==> config.mk <==
export PLATFORM = sky130hd
export DESIGN_NAME = drd_fifo
export DESIGN_NICKNAME = d
export VERILOG_FILES = /design/src/rtl/core/drd_fifo.sv
export SDC_FILE = /design/constraint.sdc
export NUM_CORES = 1
export LEC_CHECK = 0
export ABC_AREA = 1
export BUFFER_PORTS_ARGS = -buffer_cell sky130_fd_sc_hd__buf_2
export CAP_MARGIN = 20
export CORE_AREA = 2 2 39 41
export CTS_BUF_LIST = sky130_fd_sc_hd__clkbuf_4 sky130_fd_sc_hd__clkbuf_8
export DETAILED_ROUTE_END_ITERATION = 8
export DIE_AREA = 0 0 41 43
export GPL_TIMING_DRIVEN = 0
export MAX_ROUTING_LAYER = met4
export PLACE_DENSITY = 0.68
export SYNTH_ARGS = -nofsm -noshare
export SYNTH_HDL_FRONTEND = slang
export SYNTH_SLANG_ARGS = --single-unit
==> constraint.sdc <==
create_clock -name clk -period 1.95 [get_ports clk]
set_input_delay 0.0975 -clock clk [delete_from_list [all_inputs] [get_ports clk]]
set_output_delay 0.0975 -clock clk [all_outputs]
set_load 0.01 [all_outputs]
==> src/rtl/core/drd_fifo.sv <==
`default_nettype none

module drd_fifo #(
  parameter type T     = logic,
  parameter int  DEPTH = 4
) (
  input  wire logic clk,
  input  wire logic rst,
  input  wire logic push,
  input  wire T     wdata,
  output logic      full,
  input  wire logic pop,
  output T          rdata,
  output logic      empty
);

  localparam int PTR_W = $clog2(DEPTH);

  T                 mem [DEPTH];
  logic [PTR_W:0]   wr_ptr;
  logic [PTR_W:0]   rd_ptr;

  // occupancy flags from the wrap bit
  assign empty = (wr_ptr == rd_ptr);
  assign full  = (wr_ptr[PTR_W] != rd_ptr[PTR_W]) &&
                 (wr_ptr[PTR_W-1:0] == rd_ptr[PTR_W-1:0]);
  assign rdata = mem[rd_ptr[PTR_W-1:0]];

  // pointers
  always_ff @(posedge clk) begin
    if (rst) begin
      wr_ptr <= '0;
      rd_ptr <= '0;
    end else begin
      if (push && !full) begin
        wr_ptr <= wr_ptr + 1'b1;
      end
      if (pop && !empty) begin
        rd_ptr <= rd_ptr + 1'b1;
      end
    end
  end

  // storage
  always_ff @(posedge clk) begin
    if (push && !full) begin
      mem[wr_ptr[PTR_W-1:0]] <= wdata;
    end
  end

endmodule

`default_nettype wire

==> results.json <==
{
  "rsz0062_at_grt": "no",
  "grt_pass1_wl_um": 1630,
  "gp_congestion": 0.694,
  "finalSetupViolCount": 0,
  "power.density_nw_per_um2": 779,
  "die_h_um": 43,
  "ff2ff_path_depth": 6,
  "finalHoldViolCount": 0,
  "r2r-start": "wr_ptr[0]",
  "postCtsSetupRepairBufs": 0,
  "r2r_slack_ps": 670,
  "tns_ps": 0,
  "max-cap-violations": 0,
  "grt_max_degree": 10,
  "clk_pin_slew_worst_paths_ps": 70,
  "synth_seq_area_share": 0.415,
  "max_freq_mhz": 741,
  "io_pins": 8,
  "swShare": 0.307,
  "min_path_type": "in2reg",
  "ys_ff_latch": 12,
  "routed_via_density": 4.58,
  "grt.met2_usage": 0.222,
  "die_width_um": 41,
  "yosys.area.top_type": "dfxtp_1",
  "dr.pass1.iters": 4,
  "globalRouteMet1Util": 0.145,
  "layout-drive-gt1-share": 0.196,
  "wirelength_um": 977,
  "fill_cells": 139,
  "cts_sinks": 12,
  "core.rowCount": 14,
  "p_leak_nw": 0.385,
  "place_area_um2": 731,
  "cp_data_arrival_time_ps": 1250,
  "drtAntennaViolNets": 0,
  "cp-start-kind": "flop",
  "fin_skew_ps": 0.360,
  "slew_headroom": 0.867,
  "outcome": "finished clean",
  "ctsHoldBuffers": 0,
  "post_cts_resized": 0,
  "syn_nets": 96,
  "tritoncts": "done",
  "rr_endpoint": "mem[0]",
  "tightestPinTransition_ps": 199,
  "syn_area_per_cell_um2": 7.86,
  "clockRootBuffer": "clkbuf_4",
  "drcViolationCount": 0,
  "slew_viol_final": 0,
  "post-route-period-util": 0.692,
  "antenna_found_initial": 0,
  "crit_start": "wr_ptr[0]",
  "drt_iter0_drc": 4,
  "path_class": "reg2out",
  "peakVddDrop_mv": 0.374,
  "crit_path_end_kind": "output port",
  "synth_top_area_share": 0.237,
  "p_int_uw": 408,
  "final_common_cell": "nand2_1",
  "post_drt_wl_per_cell_um": 8.65,
  "use_met3": 0.0942,
  "synthCells": 86,
  "cts_inserted_buffers": 3,
  "cp-endpoint": "full",
  "core-area_um2": 1380,
  "grt_busiest_layer": "met2",
  "syn2layout_area_growth_pct": 12.0,
  "power.share.clock": 0.256,
  "seqPwrFrac": 0.509,
  "synth_cell_types": 13,
  "syn_area_um2": 676,
  "htreeDepth": 1,
  "io_buffer_count": 7,
  "layout.cells.most_common_list": "19 x nand2_1, 17 x inv_1, 10 x nor2_1",
  "antenna_cells": 0,
  "worstSkewPairLatency_ps": 260,
  "combPwrFrac": 0.235,
  "cts.path.max_buffers": 2,
  "routed-via-count": 517,
  "ys_top_cells_by_area": "dfxtp_1 24%, edfxtp_1 18%, nand2_1 11%",
  "dp.final_hpwl_um": 798,
  "finalCriticalPeriod_ps": 1350,
  "required_ps": 1850,
  "grt_pass1_vias": 450,
  "final_area_um2": 757,
  "p_sw_uw": 181,
  "grt_overflow": 0,
  "regArea_um2": 280,
  "multi_input_area_um2": 328,
  "die_area_um2": 1760,
  "nets": 108,
  "ys_warn_count": 0,
  "cp_max_fo": 9,
  "start_util": 0.488,
  "finalPower_uw": 590,
  "grt_usage": 0.141,
  "hold_path_startpoint": "wdata"
}
-- kinds of logic (layout without fill, tap and decap cells) --
kind of cell / after synthesis / after routing / share of synthesized area
flops: 12 / 12 / 0.415
fa+ha+maj: 5 / 5 / 0.0926
compound gates: 8 / 8 / 0.0648
simple gates: 43 / 43 / 0.328
buf+inv: 18 / 29 / 0.100
-- worst min-delay path by stage --
stage,endpoint,cells past startpoint
5_1_grt,mem[2],1
6_report,mem[1],1
3_5_place_dp,mem[2],1
2_1_floorplan,mem[0],0
4_1_cts,mem[1],1
3_3_place_gp,mem[2],1
-- final cells by class --
class | count | share of cell area
inverter | 18 | 0.0893
clock buffer | 3 | 0.0298
clock inverter | 1 | 0.00496
tap | 16 | 0.0264
multi-input combinational | 56 | 0.433
sequential | 12 | 0.370
timing repair buffer | 7 | 0.0463
-- worst max-delay path, cell delays in order, from the launching register on --
cell	delay, ps
dfxtp_1	420
inv_1	110
nand2_2	100
nand2_4	70
nand3_4	100
inv_1	50
buf_2	130
-- synthesized netlist by cell type, drive strengths merged --
cell type / n
inv: 18
nand3: 8
nand2: 25
ha: 5
a21oi: 7
a32oi: 1
nor2: 10
edfxtp: 4
dfxtp: 8
-- through the flow --
step                      setup slack (ps)   util  hold slack [ps]  cells
after CTS                              577  0.547             37.1    113
after global routing                   477  0.547             31.9    113
after floorplan                        786      -              196     86
final                                  601  0.547             45.2    113
after detailed placement               663  0.528              320    109
after global placement                 689  0.528              321    109
-- power by group through the flow --
stage | Combinational, mW | Clock (mW) | Sequential, mW
floorplan | 0.110 | 0 | 0.300
global placement | 0.136 | 0 | 0.305
detailed placement | 0.141 | 0 | 0.306
CTS | 0.141 | 0.160 | 0.300
global route | 0.161 | 0.170 | 0.303
finish | 0.138 | 0.151 | 0.300
-- metal layers --
| layer | wire length, µm | vias up |
|---|---|---|
| met1 | 429 | 220 |
| li1 | - | 287 |
| met5 | 0 | - |
| met2 | 483 | 8 |
| met4 | 6 | 0 |
| met3 | 57 | 2 |
Power figures use the tool's default switching activity.
