===== src/rtl/core/drd_pkg.sv =====
`default_nettype none

package drd_pkg;

  // field widths
  localparam int VALUE_W     = 32;
  localparam int EDGE_W      = 30;
  localparam int CONF_W      = 17;
  localparam int CLASS_W     = 7;
  localparam int COUNT_W     = 16;
  localparam int SCALE_W     = 31;
  localparam int PAD_W       = 27;
  localparam int SIZE_W      = 14;
  localparam int CFG_INDEX_W = 3;
  localparam int CFG_DATA_W  = 31;

  // row layout: four box fields, objectness, then class scores
  localparam int BOX_FIELDS      = 4;
  localparam int ROW_HEAD        = 5;
  localparam int DEF_MAX_CLASSES = 128;

  // queue depths
  localparam int JOB_QUEUE_DEPTH    = 4;
  localparam int RESULT_QUEUE_DEPTH = 2;

  // confidence saturation point (1.0 in Q16.16)
  localparam logic [CONF_W-1:0] CONF_MAX = 17'd65536;

  // register reset values
  localparam logic [CONF_W-1:0]  RST_SCORE_FLOOR = 17'd16384;
  localparam logic               RST_OBJ_ENABLE  = 1'b1;
  localparam logic [COUNT_W-1:0] RST_BOX_BUDGET  = 16'd1000;
  localparam logic [SCALE_W-1:0] RST_INV_SCALE   = 31'd65536;
  localparam logic [PAD_W-1:0]   RST_PAD         = 27'd0;
  localparam logic [SIZE_W-1:0]  RST_IMAGE_SIZE  = 14'd640;

  // result status codes
  localparam logic STATUS_KEPT   = 1'b0;
  localparam logic STATUS_BUDGET = 1'b1;

  typedef enum logic [CFG_INDEX_W-1:0] {
    REG_SCORE_FLOOR  = 3'd0,
    REG_OBJ_ENABLE   = 3'd1,
    REG_BOX_BUDGET   = 3'd2,
    REG_INV_SCALE    = 3'd3,
    REG_PAD_X        = 3'd4,
    REG_PAD_Y        = 3'd5,
    REG_IMAGE_WIDTH  = 3'd6,
    REG_IMAGE_HEIGHT = 3'd7
  } reg_index_t;

  typedef struct packed {
    logic [CONF_W-1:0]  score_floor;
    logic               obj_enable;
    logic [COUNT_W-1:0] box_budget;
    logic [SCALE_W-1:0] inv_scale;
    logic [PAD_W-1:0]   pad_x;
    logic [PAD_W-1:0]   pad_y;
    logic [SIZE_W-1:0]  image_width;
    logic [SIZE_W-1:0]  image_height;
  } cfg_t;

  // one finished row (or frame mark) handed from front to back
  typedef struct packed {
    logic                      eval;
    logic                      eof;
    logic signed [VALUE_W-1:0] cx;
    logic signed [VALUE_W-1:0] cy;
    logic signed [VALUE_W-1:0] w;
    logic signed [VALUE_W-1:0] h;
    logic signed [VALUE_W-1:0] objectness;
    logic signed [VALUE_W-1:0] best_score;
    logic [CLASS_W-1:0]        top_class;
  } job_t;

  typedef struct packed {
    logic              status;
    logic [EDGE_W-1:0] box_x;
    logic [EDGE_W-1:0] box_y;
    logic [EDGE_W-1:0] box_width;
    logic [EDGE_W-1:0] box_height;
    logic [CLASS_W-1:0] class_num;
    logic [CONF_W-1:0] confidence;
  } result_t;

  typedef enum logic [2:0] {
    BK_IDLE,
    BK_SCORE,
    BK_CHECK,
    BK_MAP,
    BK_EMIT
  } back_state_t;

endpackage

`default_nettype wire


===== src/rtl/core/drd_front.sv =====
`default_nettype none

module drd_front #(
  parameter int MAX_CLASSES = drd_pkg::DEF_MAX_CLASSES
) (
  input  wire logic                         clk,
  input  wire logic                         rst,
  input  wire logic                         accept,
  input  wire logic signed [drd_pkg::VALUE_W-1:0] value,
  input  wire logic                         end_of_row,
  input  wire logic                         end_of_frame,
  output logic                              job_push,
  output drd_pkg::job_t                     job
);

  import drd_pkg::*;

  localparam int POS_LIMIT = ROW_HEAD + MAX_CLASSES;
  localparam int POS_W     = $clog2(POS_LIMIT + 1);
  localparam int CIDX_W    = (MAX_CLASSES > 1) ? $clog2(MAX_CLASSES) : 1;

  logic [POS_W-1:0]          position;
  logic signed [VALUE_W-1:0] box [BOX_FIELDS];
  logic signed [VALUE_W-1:0] objectness;
  logic signed [VALUE_W-1:0] best_score;
  logic [CIDX_W-1:0]         top_class;

  logic                      class_slot;
  logic [CIDX_W-1:0]         class_index;
  logic                      take;
  logic signed [VALUE_W-1:0] best_score_now;
  logic [CIDX_W-1:0]         top_class_now;
  logic                      eval;
  logic                      row_done;

  // running argmax, first maximum wins
  always_comb begin
    class_slot     = (position >= POS_W'(ROW_HEAD)) && (position < POS_W'(POS_LIMIT));
    class_index    = CIDX_W'(position - POS_W'(ROW_HEAD));
    take           = class_slot && ((class_index == '0) || (value > best_score));
    best_score_now = take ? value : best_score;
    top_class_now  = take ? class_index : top_class;
    eval           = end_of_row && (position >= POS_W'(ROW_HEAD));
    row_done       = end_of_row || end_of_frame;
  end

  // row summary to the back end
  always_comb begin
    job_push        = accept && (eval || end_of_frame);
    job.eval        = eval;
    job.eof         = end_of_frame;
    job.cx          = box[0];
    job.cy          = box[1];
    job.w           = box[2];
    job.h           = box[3];
    job.objectness  = objectness;
    job.best_score  = best_score_now;
    job.top_class   = CLASS_W'(top_class_now);
  end

  // row position and argmax state
  always_ff @(posedge clk) begin
    if (rst) begin
      position   <= '0;
      objectness <= '0;
      best_score <= '0;
      top_class  <= '0;
    end else if (accept) begin
      if (row_done) begin
        position   <= '0;
        objectness <= '0;
        best_score <= '0;
        top_class  <= '0;
      end else begin
        if (position == POS_W'(BOX_FIELDS)) begin
          objectness <= value;
        end
        best_score <= best_score_now;
        top_class  <= top_class_now;
        if (position < POS_W'(POS_LIMIT)) begin
          position <= position + 1'b1;
        end
      end
    end
  end

  // box fields, written before they are read
  always_ff @(posedge clk) begin
    if (accept && (position < POS_W'(BOX_FIELDS))) begin
      box[position[1:0]] <= value;
    end
  end

endmodule

`default_nettype wire


===== config.mk =====
export PLATFORM = sky130hd
export DESIGN_NAME = drd_front
export DESIGN_NICKNAME = d
export VERILOG_FILES = /design/src/rtl/core/drd_pkg.sv /design/src/rtl/core/drd_front.sv
export SDC_FILE = /design/constraint.sdc
export NUM_CORES = 1
export LEC_CHECK = 0
export BUFFER_PORTS_ARGS = -buffer_cell sky130_fd_sc_hd__buf_2
export CORE_MARGIN = 4
export CORE_UTILIZATION = 30
export CTS_CLUSTER_SIZE = 20
export DETAILED_ROUTE_END_ITERATION = 7
export GPL_ROUTABILITY_DRIVEN = 1
export SLEW_MARGIN = 20
export SYNTH_ARGS = -nofsm -noshare
export SYNTH_HDL_FRONTEND = slang
export SYNTH_SLANG_ARGS = --single-unit

===== constraint.sdc =====
create_clock -name clk -period 3.67 [get_ports clk]
set_clock_uncertainty 0.1 [all_clocks]
set_input_delay 0.5505 -clock clk [delete_from_list [all_inputs] [get_ports clk]]
set_output_delay 0.5505 -clock clk [all_outputs]
set_load 0.1 [all_outputs]

==> results.md, run 1 <==
* CP required at 3020 ps
* Antenna violations before repair at 0
* Crit Path Max Fanout at 10
* Area leader, netlist: edfxtp_1
* Skew-Pair Late Insertion Delay at 510 ps
* H-Tree Depth at 1
* CTS Sinks at 207
* Layout net count at 946
* GR Util All Layers at 15.5%
* Worst Path Arrival at around 3300 ps
* Synth cell types at 45
* Syn Nets at 647
* Number of synthesized flops with an enable pin at about 130
* Routed len/inst at ~20 um
* Share of layout cells above drive strength 1 at 48.3%
* Drt first-iter violations at 278
* P&R area growth vs syn at 46.2%
* Cell Pwr Density at ~440 mW/mm^2
* Remaining Overflow, GRT at 0
* Flop2flop setup slack at 350 ps
* Drc violations at 0
* Multi-input gate area at between 0.002 and 0.003 sq mm
* Critical Path Sink Type: primary output
* Critical path class: reg2out
* Die width at approximately 170 um
* Leakage at 4.68 nW
* CTS clk-pin slew, worst paths at 60 ps
* Slew Viols, Final at 0
* Filler Cells Inserted at 2395
* Initial Utilization at a little under a third
* Root Buffer: clkbuf_16
* Cells after Synth at 573
* Worst Tran Pin Value at ~830 ps
* Port-buffer cells at ~240
* Die H at approximately 170 um
* Placer's final routability congestion estimate at 0.787
* MaxCap Viol Count at 0
* YS warnings at 0
* Cts hold-fix bufs at 0
* Post-Layout Cell Count at 1223
* Final WL at roughly 24000 um
* Largest net degree at the start of global routing at 33
* Clk buf depth at 3
* Outcome: finished with violations
* RSZ-0062 raised after global routing: true
* Fmax at 253 MHz
* Worst Hold Class: in2reg
* Most frequent cell after synthesis: edfxtp_1
* # IOs at 239
* Commonest cells in the netlist: 128 x edfxtp_1, 79 x dfxtp_1, 46 x nor2_1, 40 x a22o_1, 39 x mux2_2
* Ranking of synthesized cells by area: edfxtp_1 48%, dfxtp_1 20%, ha_1 5.8%
* Final period utilization at 108%
* VDD IR max at about 0.23 mV
* Post-layout util at between 40% and 50%
* Minimum period implied by the final worst setup slack at 3950 ps
* Final setup fails at 39
* Via count at 5851
* Sequential element share of the synthesized area at 67.5%
* Register Area at 0.00544 sq mm
* Core ar. at 0.0262 sq mm
* CTS Buf Count at 22
* DP Wirelength at 16700 um
* DIE AREA at 0.0295 sq mm
* Post-synth top area share at 47.8%
* Post-place setup slack at -378 ps
* Async S/R FF share, synth at 0%
* Antenna diodes at 0
* Main synth FF type: edfxtp_1
* First-pass GRT wire length at ~35000 um
* Drt first pass iters at 4
* Number of cell rows at 59
* Number of global-route vias before repair at 5886
* Violated checks: negative setup slack
* Final ANT Viol Nets at 0
* Post-Syn Area at 0.00804 sq mm
* #FFs+latches synth at around 210
* Dpl cells at 1169
* Vias/cell at 4.78
* Worst setup SP type: flop
* Slew headroom at 45.0%
* Final setup margin at -277 ps
* CTS tree: built
* Final hold violations at 0
* Syn_area_per_cell at 14.0 sq um
-- report_power, final --
| group | internal [mW] | total (mW) | switching [mW] |
|---|---|---|---|
| clock | 1.36 | 2.26 | 0.893 |
| sequential | 2.50 | 2.51 | 0.00686 |
| combinational | 0.0998 | 0.464 | 0.364 |
-- final cells by class --
| cell class | instances | share of cell area [%] |
|---|---|---|
| clock inverter | 10 | 1.20 |
| clock buffer | 30 | 5.11 |
| timing repair buffer | 305 | 20.3 |
| multi-input combinational | 301 | 22.4 |
| inverter | 35 | 1.12 |
| tap | 335 | 3.56 |
| sequential | 207 | 46.3 |
-- state kept, by name, summed over array words and instances (netlist names) --
| signal | flops |
|---|---|
| best_score | 32 |
| box | 128 |
| objectness | 32 |
| position | 8 |
| top_class | 7 |
-- stage by stage --
step,area (sq um),power (mW),hold slack (ps),TNS (ps)
finish,11800,5.23,225,-9470
detailed placement,10600,3.01,357,-13120
CTS,11700,5.28,208,-9100
global route,11800,5.43,206,-15240
floorplan,8080,2.85,339,0
global placement,10600,3.01,357,-11570
-- worst max-delay path, cell delays in order (launching register included) --
cell and delay, ps:
dfxtp_1 310, or4_4 540, o21a_1 220, or2_4 260, or4b_4 580, nand2_8 160
buf_8 160, mux2_2 370, buf_12 170
-- cell families (layout without fill, tap and decap cells) --
logic type	count (synthesis)	after routing	share of synthesized area, %
AOI/OAI and AO/OA	116	116	10.8
muxes	39	39	5.46
buffers and inverters	65	380	3.52
xor gates and xnor gates	8	8	0.871
DFF	207	207	67.5
and+or+nand+nor	101	101	6.10
adders and majority gates	37	37	5.76
-- path summary, 6_finish.rpt --
kind | startpoint | endpoint | cells past startpoint
setup / recovery | position[3]$_SDFFE_PP0P_ | job[1] | 8
hold / removal | value[2] | box[0][2]$_DFFE_PP_ | 1
setup reg to reg | position[3]$_SDFFE_PP0P_ | best_score[26]$_SDFFE_PP0P_ | 9
hold reg to reg | top_class[2]$_SDFFE_PP0P_ | top_class[2]$_SDFFE_PP0P_ | 1
-- per-layer routing --
metal	part of all wire [%]	up-vias	global-route usage (%)	routed length [um]
met5	0	-	0	0
met4	1.7	0	3.82	399
met3	6.0	30	2.94	1450
met2	49	181	26.0	11800
met1	44	2905	20.8	10600
li1	-	2735	-	-
-- timing repair --
action / 4_1_cts / 5_1_grt
cloned: 1 / 1
hold endpoints to repair: 0 / 0
setup buffers: 11 / 1
resized for setup: 57 / 6
setup endpoints to repair: 39 / 39
pin swaps: 13 / 2
-- cells in the final DEF, fill, tap and decap left out, types with 4 or more instances in the layout --
cell	count
a21oi_1	12
a21oi_2	4
a22o_1	40
a22oi_1	32
and2_2	4
buf_12	44
buf_2	199
buf_4	59
clkbuf_1	6
clkbuf_16	23
dfxtp_1	65
dfxtp_2	14
edfxtp_1	128
ha_1	30
ha_4	6
inv_1	32
mux2_2	18
mux2_4	21
nand2_1	12
nand3_1	5
nand4_1	8
nor2_1	46
nor3_1	4
o21a_1	4
o21ai_0	5
xor2_1	5
No activity file was read; power rests on OpenSTA's default activity.
==> run 2, diff against run 1 <==
clock period = 3.9 ns   (was 3.67 ns; I/O delays follow)
==> run 2 against run 1 <==
  * The flow still finishes with violations (negative setup slack)
  * Die area did not move
  * Worst hold slack improved by 52 ps
  * Register-to-register slack improved by 100 ps
  * Cell area fell by 0.47%
  * Sequential share of layout area rose by 0.27 points
  * Sequential power fell by 6%
  * Total power fell by 5.0%
==> results.md, run 2 (synthesized netlist as in run 1, its figures left out) <==
* Number of global-route vias before repair at 5660 (was 5886)
* Routed len/inst at 19.8 um (about the same)
* MaxCap Viol Count at 0 (unchanged)
* Psw at 1.20 mW (was 1.26 mW)
* Power share of the combinational group at 8.5% (was 8.9%)
* Worst Path Arrival at 3240 ps (was 3300 ps)
* CTS Sinks at 207 (unchanged)
* Violated checks: negative setup slack (unchanged)
* Via count at 5762 (was 5851)
* Post-Layout Cell Count at 1206 (was 1223)
* Post-layout util at 44.7% (was 44.9%)
* # IOs at 239 (unchanged)
* Clock Power Share at 44.0% (was 43.2%)
* Drt first-iter violations at 324 (was 278)
* Worst setup SP type: flop (unchanged)
* Critical path class: reg2out (unchanged)
* Layout net count at 929 (was 946)
* Final WL at 23800 um (was 24200 um)
* Largest net degree at the start of global routing at 40 (was 33)
* Final setup fails at 22 (was 39)
* CTS tree: built (unchanged)
* Drc violations at 0 (unchanged)
* Minimum period implied by the final worst setup slack at between 3000 and 4000 ps
* Switching fraction of total power at 24.1% (was 24.2%)
* Sequential Power Share at 47.5% (was 48.0%)
* GR Util All Layers at 15.2% (was 15.5%)
* CTS Buf Count at 22 (unchanged)
* Metal-1 WL at 10600 um (about the same)
* Initial Utilization at 30.7% (unchanged)
* Final hold violations at 0 (unchanged)
* Final ANT Viol Nets at 0 (unchanged)
* Drt first pass iters at 4 (unchanged)
* Max FFs per register at 128 (unchanged)
* Total negative slack at -323 ps (was -9470 ps)
* H-Tree Depth at 1 (unchanged)
* Vias/cell at 4.78 (about the same)
* P&R area growth vs syn at 45.5% (was 46.2%)
* Antenna violations before repair at 0 (unchanged)
* Port-buffer cells at 238 (unchanged)
* DIE AREA at 0.0295 sq mm (unchanged)
* Cts hold-fix bufs at 0 (unchanged)
* CTS clk-pin slew, worst paths at 60 ps (about the same)
* Final Instance Area at 0.0117 sq mm (was 0.0118 sq mm)
* Remaining Overflow, GRT at 0 (unchanged)
* Die H at 172 um (unchanged)
* First-pass GRT wire length at 34400 um (was 35100 um)
* Dpl cells at 1145 (was 1169)
* Total power at 4.96 mW (was 5.23 mW)
* Leakage at 4.60 nW (was 4.68 nW)
* Slew Viols, Final at 0 (unchanged)
* Slew headroom at 28.2% (was 45.0%)
* Commonest non-fill, non-tap cell in the layout: buf_2 (unchanged)
* RSZ-0062 raised after global routing: true (unchanged)
* CP required at 3210 ps (was 3020 ps)
* Met3 WL at 1560 um (was 1450 um)
* Antenna diodes at 0 (unchanged)
* Final setup margin at -28.9 ps (was -277 ps)
* Most frequent cells in the layout: 199 x buf_2, 128 x edfxtp_1, 60 x dfxtp_1, 46 x nor2_1, 44 x buf_12 (was 199 x buf_2, 128 x edfxtp_1, 65 x dfxtp_1, 59 x buf_4, 46 x nor2_1)
* Skew-Pair Late Insertion Delay at 500 ps (was 510 ps)
* Critical Path Sink Type: primary output (unchanged)
* WHS at 277 ps (was 225 ps)
* Cell Pwr Density at 424 mW/mm^2 (was 445 mW/mm^2)
* Worst Hold Class: in2reg (unchanged)
* VDD IR max at 0.242 mV (was 0.229 mV)
* Outcome: finished with violations (unchanged)
* DP Wirelength at 15900 um (was 16700 um)
* Core ar. at 0.0262 sq mm (unchanged)
* Met2 WL at 11300 um (was 11800 um)
* Placer's final routability congestion estimate at 0.761 (was 0.787)
* Clk buf depth at 3 (unchanged)
* Int Pwr at 3.77 mW (was 3.96 mW)
* Worst Tran Pin Value at 1070 ps (was 825 ps)
* Number of cell rows at 59 (unchanged)
* Die width at 172 um (unchanged)
* DR top layer: met4 (unchanged)
* Final period utilization at 101%
* Fmax at 255 MHz
* Share of layout cells above drive strength 1 at 48.8% (was 48.3%)
* Post-Place Cell Area at 0.0104 sq mm (was 0.0106 sq mm)
* Crit Path Max Fanout at 6 (was 10)
* Post-place setup slack at 89.6 ps (was -378 ps)
* Root Buffer: clkbuf_16 (unchanged)
run 2: cell types whose count changed in the layout (fill, tap and decap cells not counted), moves of 4 or more:
cell,delta
dfxtp_1,-5
dfxtp_2,+5
inv_2,+4
ha_1,-7
mux2_2,+11
inv_1,-4
buf_4,-18
ha_4,+8
clkbuf_1,-4
mux2_4,-11
run 2: layer usage:
layer	global-route usage, %	up-vias
met3	2.92	30
met2	24.8	194
met5	0	-
li1	-	2706
met4	3.51	0
met1	21.0	2832
run 2: worst max-delay path, cell delays in order (launching register included):
cell,delay [ps]
dfxtp_1,310
or4_4,530
o21a_1,200
or2_4,270
or4b_4,550
nand2_8,160
clkbuf_16,180
mux2_2,360
buf_12,170
run 2: worst paths after layout:
check                                  from                           to  slack [ps]  cells past startpoint
setup reg to reg   position[3]$_SDFFE_PP0P_  best_score[28]$_SDFFE_PP0P_         450                      8
hold / removal                     value[3]          box[0][3]$_DFFE_PP_         280                      1
setup / recovery   position[3]$_SDFFE_PP0P_                       job[0]         -30                      8
hold reg to reg   top_class[0]$_SDFFE_PP0P_    top_class[0]$_SDFFE_PP0P_         370                      1
run 2: power by group through the flow:
| stage | logic [mW] | clock network, mW | registers (mW) |
|---|---|---|---|
| after floorplan | 0.0871 | 0 | 2.59 |
| after global placement | 0.405 | 0 | 2.41 |
| after detailed placement | 0.407 | 0 | 2.41 |
| after CTS | 0.412 | 2.25 | 2.36 |
| after global routing | 0.446 | 2.34 | 2.36 |
| final | 0.421 | 2.19 | 2.36 |
run 2: area by class of cell:
class / instances / area (sq um)
Clock inverter: 13 / 148
Clock buffer: 27 / 622
Multi-Input combinational cell: 301 / 2660
Tap cell: 335 / 419
Timing Repair Buffer: 288 / 2280
Inverter: 35 / 131
Fill cell: 2323 / 14500
Sequential cell: 207 / 5450
run 2: timing repair:
item                                    CTS  global route
pin swaps                                 5            12
gates resized for setup                  37            41
buffers inserted                          3            15
endpoints found under the setup margin   39            39
endpoints found under the hold margin     0             0
gates cloned                              1             2
==> run 3, diff against run 2 <==
CORE_UTILIZATION = 51   (was 30)
PLACE_DENSITY = 0.79   (was default)
REMOVE_ABC_BUFFERS = 1   (was default)
==> run 3 against run 2 <==
  * Fmax up 1.2%
  * Clock-buffer cell count up 1
  * Sequential cell count unchanged
  * Setup slack better by 46 ps
  * Critical endpoint is now job[10]
  * Register-to-register slack hardly changed
  * Sequential share of layout area up 1.8 points
  * Non-clock buffer count fell by 13
  * Critical path depth is the same
  * The run now ends clean
  * Total power fell by 3.2%
  * Largest power group unchanged
==> results.md, run 3 (synthesized netlist as in run 1, its figures left out) <==
* Slew Viols, Final at 0 (unchanged)
* Number of global-route vias before repair at 5916 (was 5660)
* Metal-1 WL at 9010 um (was 10600 um)
* Number of cell rows at 45 (was 59)
* Commonest non-fill, non-tap cell in the layout: buf_2 (unchanged)
* Core ar. at 0.0153 sq mm (was 0.0262 sq mm)
* Most frequent cells in the layout: 199 x buf_2, 128 x edfxtp_1, 60 x dfxtp_1, 46 x nor2_1, 41 x buf_12 (was 199 x buf_2, 128 x edfxtp_1, 60 x dfxtp_1, 46 x nor2_1, 44 x buf_12)
* Fmax at 258 MHz (was 255 MHz)
* Worst Hold Class: in2reg (unchanged)
* Routed len/inst at 21.2 um (was 19.8 um)
* Layout net count at 914 (was 929)
* Final Instance Area at 0.0113 sq mm (was 0.0117 sq mm)
* Multi-input gate area at 0.00263 sq mm (was 0.00266 sq mm)
* Leakage at 4.48 nW (was 4.60 nW)
* Worst Tran Pin Value at 1110 ps (was 1070 ps)
* DP Wirelength at 14000 um (was 15900 um)
* CTS Sinks at 207 (unchanged)
* Share of layout cells above drive strength 1 at 46.6% (was 48.8%)
* Worst Path Arrival at 3200 ps (was 3240 ps)
* DIE AREA at 0.0178 sq mm (was 0.0295 sq mm)
* Total power at 4.81 mW (was 4.96 mW)
* Cell Pwr Density at 427 mW/mm^2 (was 424 mW/mm^2)
* Final ANT Viol Nets at 0 (unchanged)
* RSZ-0062 raised after global routing: true (unchanged)
* Drt first pass iters at 5 (was 4)
* Clk buf depth at 3 (unchanged)
* Vias/cell at 5.58 (was 4.78)
* Via count at 5941 (was 5762)
* Critical Path Sink Type: primary output (unchanged)
* Met3 WL at 1470 um (was 1560 um)
* GR Util All Layers at 24.4% (was 15.2%)
* Reg2Reg Depth at 8 (unchanged)
* Final WL at 22600 um (was 23800 um)
* H-Tree Depth at 1 (unchanged)
* Final period utilization at 99.6% (was 101%)
* Post-Place Cell Area at 0.0101 sq mm (was 0.0104 sq mm)
* Worst setup SP type: flop (unchanged)
* Port-buffer cells at 238 (unchanged)
* Outcome: finished clean (was finished with violations)
* Die H at 134 um (was 172 um)
* Critical path class: reg2out (unchanged)
* CP required at 3210 ps (about the same)
* First-pass GRT wire length at 34300 um (was 34400 um)
* Largest net degree at the start of global routing at 40 (unchanged)
* Crit Path Max Fanout at 6 (unchanged)
* DR top layer: met4 (unchanged)
* Drc violations at 0 (unchanged)
* Antenna violations before repair at 0 (unchanged)
* CTS Buf Count at 20 (was 22)
* CTS tree: built (unchanged)
* Placer's final routability congestion estimate at 0.932 (was 0.761)
* Slew headroom at 25.7% (was 28.2%)
* Met2 WL at 11700 um (was 11300 um)
* Final setup fails at 0 (was 22)
* P&R area growth vs syn at 40.1% (was 45.5%)
* Skew-Pair Late Insertion Delay at 480 ps (was 500 ps)
* Max FFs per register at 128 (unchanged)
* CTS clk-pin slew, worst paths at 60 ps (about the same)
* Root Buffer: clkbuf_16 (unchanged)
* Die width at 134 um (was 172 um)
* Hold Crit Depth at 1 (unchanged)
* Filler Cells Inserted at 975 (was 2323)
* # IOs at 239 (unchanged)
* Antenna diodes at 0 (unchanged)
* Final hold violations at 0 (unchanged)
* Register Area at 0.00545 sq mm (about the same)
* MaxCap Viol Count at 0 (unchanged)
* VDD IR max at 0.326 mV (was 0.242 mV)
* Initial Utilization at 52.5% (was 30.7%)
* Minimum period implied by the final worst setup slack at 3880 ps (was 3930 ps)
* Drt first-iter violations at 386 (was 324)
* Remaining Overflow, GRT at 0 (unchanged)
-- run 3: what timing repair did --
action	in CTS	in global routing
endpoints found under the setup margin	39	39
cloned	2	0
pin swaps	6	10
buffers inserted	19	1
resized for setup	62	11
hold buffers	0	0
hold endpoints to repair	0	0
-- run 3: report_power, final --
part	total [mW]	switching (mW)	internal [mW]
sequential	2.36	0.00704	2.35
combinational	0.408	0.334	0.0734
clock	2.04	0.798	1.24
-- run 3: worst paths after layout --
path	slack (ps)	to	start
max	20	job[10]	position[4]$_SDFFE_PP0P_
min	290	box[3][16]$_DFFE_PP_	value[16]
max reg2reg	460	best_score[26]$_SDFFE_PP0P_	position[4]$_SDFFE_PP0P_
min reg2reg	380	top_class[0]$_SDFFE_PP0P_	top_class[0]$_SDFFE_PP0P_
-- run 3: critical path, stage by stage (launching register included) --
cell	delay [ps]
dfxtp_4	340
or4_4	520
o21a_1	210
or2_1	250
or4b_4	570
nand2_8	120
buf_4	170
mux2_2	380
buf_12	170
-- run 3: final cells by class --
type | count | area share [%]
flip-flops and latches | 207 | 48.4
multi-input cells | 301 | 23.4
repair buffers | 275 | 18.5
clock buffers | 28 | 5.17
well taps | 211 | 2.34
inverters | 35 | 1.17
clock inverters | 8 | 1.03
-- run 3: per-layer routing --
metal  vias up  global-route usage (%)
met1      2918                    30.9
li1       2676                       -
met5         -                       0
met2       307                    44.0
met4         0                    5.94
met3        40                    3.78
-- run 3: per-stage QoR --
| stage | hold WS [ps] | TNS [ps] | util (%) | std cells | setup slack [ps] |
|---|---|---|---|---|---|
| 3_3_place_gp | 353 | 0 | 66.0 | 1010 | 160 |
| 6_report | 286 | 0 | 73.5 | 1065 | 17.5 |
| 4_1_cts | 267 | -526 | 73.8 | 1067 | -43.9 |
| 5_1_grt | 279 | -1740 | 73.5 | 1065 | -60.3 |
| 2_1_floorplan | 339 | -46010 | - | 543 | -875 |
| 3_5_place_dp | 357 | 0 | 66.0 | 1010 | 55.6 |
